--- src/rtl/nearest_facet_by_normal_macros.svh ---
// Assertion macros for the nearest facet search block.
// Used by nearest_facet_by_normal.sv; no other dependencies.
`ifndef NEAREST_FACET_BY_NORMAL_MACROS_SVH
`define NEAREST_FACET_BY_NORMAL_MACROS_SVH

`ifndef SYNTHESIS
`define NFBN_ASSERT_NOW(lbl, ante, cons, msg) \
	lbl: assert property (@(posedge clk) disable iff (!arst_n) (ante) |-> (cons)) \
		else $error(msg);
`define NFBN_ASSERT_NEXT(lbl, ante, cons, msg) \
	lbl: assert property (@(posedge clk) disable iff (!arst_n) (ante) |=> (cons)) \
		else $error(msg);
`else
`define NFBN_ASSERT_NOW(lbl, ante, cons, msg)
`define NFBN_ASSERT_NEXT(lbl, ante, cons, msg)
`endif

`endif

--- src/rtl/nfbn_pkg.sv ---
// Shared constants and fixed-point helpers for the nearest facet search.
// No dependencies; used by nfbn_div, nearest_facet_by_normal and the testbench.
`timescale 1ns / 1ps
`default_nettype none

package nfbn_pkg;
	localparam int MAX_FACETS_DEF  = 1024;
	localparam int VALUE_WIDTH_DEF = 32;
	localparam int WORDS_PER_FACET = 12;
	localparam int DIV_W           = 64;

	localparam logic MODE_LOAD  = 1'b0;
	localparam logic MODE_QUERY = 1'b1;

	localparam logic [1:0] CFG_TOLERANCE = 2'd0;
	localparam logic [1:0] CFG_FAR       = 2'd1;
	localparam logic [1:0] CFG_COUNT     = 2'd2;

	localparam logic signed [63:0] ONE_Q16 = 64'sd65536;

	// clamp to a w-bit signed range, w <= 32
	function automatic logic signed [31:0] sat_val(input logic signed [63:0] v, input int w);
		logic signed [63:0] hi;
		logic signed [63:0] lo;
		hi = (64'sd1 <<< (w - 1)) - 64'sd1;
		lo = -hi - 64'sd1;
		if (v > hi) return hi[31:0];
		if (v < lo) return lo[31:0];
		return v[31:0];
	endfunction

	// signed quotient from an unsigned magnitude, clamped to w bits
	function automatic logic signed [63:0] sat_quot(input logic [63:0] q, input logic neg,
	                                                input int w);
		logic [63:0] lim;
		lim = 64'd1 << (w - 1);
		if (neg) return (q >= lim) ? -$signed(lim) : -$signed(q);
		return (q >= lim) ? $signed(lim - 64'd1) : $signed(q);
	endfunction

	function automatic logic [63:0] mag64(input logic signed [63:0] v);
		return (v < 0) ? 64'(-v) : 64'(v);
	endfunction
endpackage

`default_nettype wire

--- src/rtl/nfbn_div.sv ---
// Restoring unsigned divider, one quotient bit per cycle.
// Depends on nfbn_pkg (DIV_W).
`timescale 1ns / 1ps
`default_nettype none

module nfbn_div (
	input  wire logic                     clk,
	input  wire logic                     arst_n,
	input  wire logic                     start,
	input  wire logic [nfbn_pkg::DIV_W-1:0] dividend,
	input  wire logic [nfbn_pkg::DIV_W-1:0] divisor,
	output logic      [nfbn_pkg::DIV_W-1:0] quotient,
	output logic                          done
);
	import nfbn_pkg::*;

	localparam int CNTW = $clog2(DIV_W);

	logic [DIV_W-1:0] rem_q, quo_q, div_q;
	logic [CNTW-1:0]  cnt_q;
	logic             busy_q, done_q;
	logic [DIV_W:0]   trial;
	logic             fits;

	always_comb begin
		trial = {rem_q, quo_q[DIV_W-1]};
		fits  = trial >= {1'b0, div_q};
	end

	always_ff @(posedge clk or negedge arst_n) begin
		if (!arst_n) begin
			rem_q  <= '0;
			quo_q  <= '0;
			div_q  <= '0;
			cnt_q  <= '0;
			busy_q <= 1'b0;
			done_q <= 1'b0;
		end else begin
			done_q <= !start && busy_q && (cnt_q == CNTW'(DIV_W - 1));
			if (start) begin
				rem_q  <= '0;
				quo_q  <= dividend;
				div_q  <= divisor;
				cnt_q  <= '0;
				busy_q <= 1'b1;
			end else if (busy_q) begin
				rem_q <= fits ? DIV_W'(trial - {1'b0, div_q}) : trial[DIV_W-1:0];
				quo_q <= {quo_q[DIV_W-2:0], fits};
				cnt_q <= cnt_q + 1'b1;
				if (cnt_q == CNTW'(DIV_W - 1)) begin
					busy_q <= 1'b0;
				end
			end
		end
	end

	assign quotient = quo_q;
	assign done     = done_q;
endmodule

`default_nettype wire

--- config.mk ---
export PLATFORM = sky130hd
export DESIGN_NAME = nfbn_div
export DESIGN_NICKNAME = d
export VERILOG_FILES = /design/src/rtl/nearest_facet_by_normal_macros.svh /design/src/rtl/nfbn_pkg.sv /design/src/rtl/nfbn_div.sv
export SDC_FILE = /design/constraint.sdc
export NUM_CORES = 1
export LEC_CHECK = 0
export ABC_CLOCK_PERIOD_IN_PS = 4100
export BUFFER_PORTS_ARGS = -buffer_cell sky130_fd_sc_hd__buf_2
export CAP_MARGIN = 25
export CORE_MARGIN = 4
export CORE_UTILIZATION = 45
export CTS_CLUSTER_DIAMETER = 80
export DETAILED_ROUTE_END_ITERATION = 8
export GPL_ROUTABILITY_DRIVEN = 0
export PLACE_DENSITY = 0.7
export SYNTH_ARGS = -nofsm -noshare
export SYNTH_HDL_FRONTEND = slang
export SYNTH_SLANG_ARGS = --single-unit
--- constraint.sdc ---
create_clock -name clk -period 4.1 [get_ports clk]
set_input_delay 0.205 -clock clk [delete_from_list [all_inputs] [get_ports clk]]
set_output_delay 0.205 -clock clk [all_outputs]
set_load 0.02 [all_outputs]
After elaboration in Yosys (flattened, before gate mapping) --
Cells that the tools add are included.
Storage, ports and cells: output and inout port bits 65, register bits after elaboration 200, input port bits 131
Operators by class: reductions and logical operators 4, $lt $le $gt $ge 1, equality and inequality tests 1, muxes and demuxes 10, $add $sub $neg 2
Operators with widths (count):
- $mux W64 | 5
- $ge A65 B64 Y1 | 1
- $sub A64 B64 Y64 | 1
- $mux W6 | 2
- $add A6 B1 Y6 const B | 1
- $eq A6 B6 Y1 const B | 1
- $mux W1 | 3
- $logic_and A1 B1 Y1 | 2
- $reduce_bool A2 Y1 | 1
- $logic_not A1 Y1 | 1

Longest topological paths before layout --
depth in word-level cells 4, gate-level depth with buffers 16, gate-level depth less buffers 14

Worst setup path after synthesis --
No wires, ideal clock.
kind register to register, from register quo_q[63] (netlist: quotient[63]), to register rem_q[62], required time 4.013 ns, setup slack 0.755 ns, data arrival time 3.258 ns, setup time 0.087 ns, cell stages (with the launch flop) 15, path through dfrtp_1 inv_1 ha_1 fa_1 nand2b_1 a21oi_1 o31ai_1 a22oi_2 a31oi_2 o31ai_4 nand4_2 a2111oi_2 or4b_1 nand4_1 a211oi_2
On the way: longest elaborated chain between the ends 4, elaborated cells between the ends (all ways) 5, those cells by class add/sub (1); order compare (1); mux (3)
Ends and longest elaborated chain:
- start, declared | line nfbn_div.sv:19 | logic [DIV_W-1:0] rem_q, quo_q, div_q;
- start signal, assigned | line nfbn_div.sv:42 | quo_q <= dividend;
- start signal, assigned | line nfbn_div.sv:48 | quo_q <= {quo_q[DIV_W-2:0], fits};
- $sub A64 B64 Y64 / $ge A65 B64 Y1 (equally long branches) | line nfbn_div.sv:47, nfbn_div.sv:27
- $mux W64 * | line nfbn_div.sv:47 | rem_q <= fits ? DIV_W'(trial - {1'b0, div_q}) : trial[DIV_W-1:0];
- $mux W64 * | line nfbn_div.sv:46 | end else if (busy_q) begin
- $mux W64 * | line nfbn_div.sv:40 | if (start) begin
- end signal, assigned | line nfbn_div.sv:47
- end, declared | line nfbn_div.sv:19
Mark *: on every way between the ends. The rest lies on a longest branch, timed or not. The select of a mux whose other input is x is not followed. A chain may end at the register's enable or synchronous reset.

Final worst setup path --
from register quo_q[63] (netlist: quotient[63]), to register rem_q[58]
Same word-level chain as after synthesis.

==> run_results.csv <==
group,metric,value,unit
clock_tree,cts_tree,"done",
synthesis,yosys-mux-area-fraction,5.37,%
synthesis,synth_xor_xnor_area_share,4.14,%
synthesis,synth_seq_cells,200,
synthesis,synth-edff-count,0,
timing,fmax,262,MHz
critical_path,cp_cell_sequence,"inv_1, ha_1, fa_1, nand2b_1, a21oi_1, o31ai_1, a22oi_2, a31oi_2, o31ai_4, nand4_2, a2111oi_4, or3_1, a31oi_1, a211oi_1",
cells_and_area,area_delta_synth_final,25.5,%
clock_tree,cts.path.max_buffers,2,
pwr,finalPower,0.00929,W
worst_hold_path,hold_path.class,"in2reg",
critical_path,critical_path.max_fanout,5,
timing,finClkSkew,0.0195,ns
routing,detail_route.vias_per_cell,5.48,
global_routing,grt_antenna_before_repair,0,
cells_and_area,n_antenna_cell,0,
job,max_cap_violations,0,
synthesis,synth-simple-area-share,16.2,%
die,design.core.area,27800,um2
routing,dr.first_iter.drc_count,829,
timing,fin_crit,3.81,ns
routing,route.detailed.drc,0,
critical_path,worstPathRequired,4.45,ns
die,floorplan.die_area,31000,um2
critical_path,cell_type_group_with_the_largest_total_delay_on_the_critical_path,"compound AO/OA/AOI/OAI gates",
timing,setup_viol,0,
synthesis,synth_nets,1699,
routing,detail_route.wl_per_cell,16.0,um
clock_tree,worst_setup_hold_path_clk_slew,0.09,ns
timing,timing.final.max_slew_violations,0,
timing,final_worst_path_period_share,93.0,%
placement,placement.cell_area,13900,um2
synthesis,synth_cells,1502,
die,start_util,45.7,%
timing,finalSetupTns,0,ns
critical_path,start_kind,"flop",
routing,drt_first_pass_iters,5,
synthesis,netlist.area_leader.share,39.4,%
synthesis,synth_top_family_by_area,"compound AO/OA/AOI/OAI gates",
die,ioPinCount,196,
clock_tree,postCtsSetupBuffers,0,
global_routing,track_usage,22.1,%
global_routing,grt_max_degree,150,
cells_and_area,cell_count_final_fillers_out,2154,
critical_path,worst-endpoint-arrival,4.16,ns
clock_tree,ctsRootBufferMaster,"sky130_fd_sc_hd__clkbuf_16",
clock_tree,cts_num_sinks,200,
cells_and_area,post_route_cells_drive_above_1_share,14.9,%
synthesis,ys.flop_type,"sky130_fd_sc_hd__dfrtp_1",
synthesis,synth_warnings,0,
synthesis,share_of_the_synthesized_area_in_compound_gates_ao_oa_aoi_oai,22.5,%
cells_and_area,mostFrequentLayoutCell,"sky130_fd_sc_hd__nand2_1",
placement,port_buffers,195,
synthesis,synthesis.area_per_instance,8.45,um2
die,die_wd,176,um
routing,ant_nets,0,
die,placement_rows,61,
synthesis,yosys.area.top_type,"sky130_fd_sc_hd__dfrtp_1",
global_routing,grt_remaining_overflow,0,
synthesis,yosys-top-cells-area,"sky130_fd_sc_hd__dfrtp_1 (39%), sky130_fd_sc_hd__nand2_1 (8.0%), sky130_fd_sc_hd__ha_1 (6.4%), sky130_fd_sc_hd__o21ai_0 (6.1%), sky130_fd_sc_hd__mux2i_1 (5.3%)",
critical_path,worst_path_largest_cell_delay,0.42,ns
status,status,"completed",
clock_tree,cts_buffers,17,
pwr,power_leakage,8.21,nW
critical_path,path_buf_inv,1,
clock_tree,htreeDepth,4,
cells_and_area,final_net_count,1960,
synthesis,synth-seq-area-share,39.4,%
die,die_height,176,um
routing,total_routed_length,34500,um
placement,place_worst_setup_slack,0.286,ns
timing,timing.max_slew.rel_slack,40.7,%
timing,rsz0062_at_grt,"no",
synthesis,yosys.area_share.adder,6.56,%
global_routing,via_count_of_the_first_global_routing_pass,11600,
pwr,largest_vdd_supply_drop,0.363,mV
synthesis,synth_area,12700,um2
timing,worst_setup_margin,0.288,ns
critical_path,path_class,"reg2reg",
placement,dpl.hpwl,23100,um
synthesis,async_reset_ff_share,100,%
pwr,power_density,583,nW/um2
timing,worst-slew-pin-transition,0.884,ns
global_routing,grt_pass1_wl,57400,um
routing,vias,11800,
placement,placedCellCount,1993,
critical_path,slowest_cp_cell,"sky130_fd_sc_hd__a2111oi_4",
timing,hold_violations,0,
clock_tree,clock_insertion_delay_worst_skew,0.46,ns
cells_and_area,mostFrequentLayoutCells,"sky130_fd_sc_hd__nand2_1 (272), sky130_fd_sc_hd__dfrtp_1 (199), sky130_fd_sc_hd__buf_2 (193)",
critical_path,setup.worst_path.end_class,"flop",
cells_and_area,design_area,15900,um2
synthesis,synth.distinct_cells,68,
-- synth_stat cells (all sizes together) (5+ instances only) --
cell type	instances
a211oi	21
a21o	47
a21oi	87
a311oi	43
a31oi	14
and2	7
and3	12
buf	26
clkbuf	71
dfrtp	200
ha	65
inv	86
mux2i	67
nand2	273
nand3	18
nand4	30
nor2	110
nor3	8
o21a	8
o21ai	168
o21bai	14
o31ai	5
or3	7
xnor2	35
xor2	25
-- worst register-to-register path: cells and delay by family, from the launching register on --
family                   cells  cell delay [ns]
AO/OA/AOI/OAI                8             2.07
adder cells (fa/ha/maj)      2             0.61
buffers and inverters        1             0.06
flip-flops                   1             0.40
AND/OR/NAND/NOR              3             0.57
-- final timing paths --
path                                     startpoint                  endpoint  slack [ns]  cells past startpoint
hold reg to reg                div_q[0]$_DFFE_PN0P_      div_q[0]$_DFFE_PN0P_        0.53                      1
hold / removal                           divisor[1]      div_q[1]$_DFFE_PN0P_       0.007                      3
setup / recovery           quotient[63]$_DFFE_PN0P_     rem_q[58]$_DFFE_PN0P_        0.29                     14
setup reg to reg           quotient[63]$_DFFE_PN0P_     rem_q[58]$_DFFE_PN0P_        0.29                     14
min in group asynchronous                    arst_n  quotient[27]$_DFFE_PN0P_        0.26                      2
max in group asynchronous                    arst_n     rem_q[26]$_DFFE_PN0P_        3.06                      3
-- cells by family after synthesis --
| logic type | Yosys count |
|---|---|
| AO/OA/AOI/OAI | 441 |
| multiplexers | 68 |
| XOR/XNOR | 60 |
| adder cells (fa/ha/maj) | 66 |
| flip-flops | 200 |
| AND/OR/NAND/NOR | 483 |
| buffers and inverters | 184 |
-- sequential cells by signal, summed over array words and instances, names as in the netlist --
signal and flops:
quotient 64, done 1, rem_q 64, busy_q 1, cnt_q 6, div_q 64
-- stage by stage --
| step | hold WS, ns | util, % |
|---|---|---|
| final | 0.00734 | 57.3 |
| after detailed placement | 0.414 | 50.1 |
| after CTS | 0.00410 | 57.0 |
| after floorplan | -0.0906 | - |
| after global placement | 0.411 | 50.1 |
| after global routing | 0.0205 | 57.3 |
-- layer usage --
| metal | vias to the layer above | GRT usage (%) | share of wire, % | wire [um] |
|---|---|---|---|---|
| li1 | 5778 | - | - | - |
| met4 | 0 | 5.95 | 2.3 | 806 |
| met3 | 65 | 4.41 | 5.5 | 1890 |
| met2 | 376 | 36.6 | 48 | 16500 |
| met1 | 5590 | 29.7 | 45 | 15400 |
| met5 | - | 0 | 0 | 0 |
-- what timing repair did --
item	in CTS	in global routing
setup endpoints to repair	0	14
resized for setup	0	2
hold buffers	126	0
hold endpoints to repair	179	0
-- where the power goes --
group	switching, W	leakage [nW]	internal [W]
clock network	0.00102	0.324	0.000896
logic	0.00287	5.35	0.00190
registers	0.000270	2.54	0.00233
-- area by class of cell --
| cell class | count | area (um2) |
|---|---|---|
| clock buffers | 17 | 425 |
| clock inverters | 15 | 246 |
| fillers | 2464 | 11900 |
| inverters | 87 | 327 |
| multi-input cells | 1119 | 6990 |
| flip-flops and latches | 200 | 5010 |
| well taps | 378 | 473 |
| repair buffers | 338 | 2460 |
No activity file was read; power rests on OpenSTA's default activity.
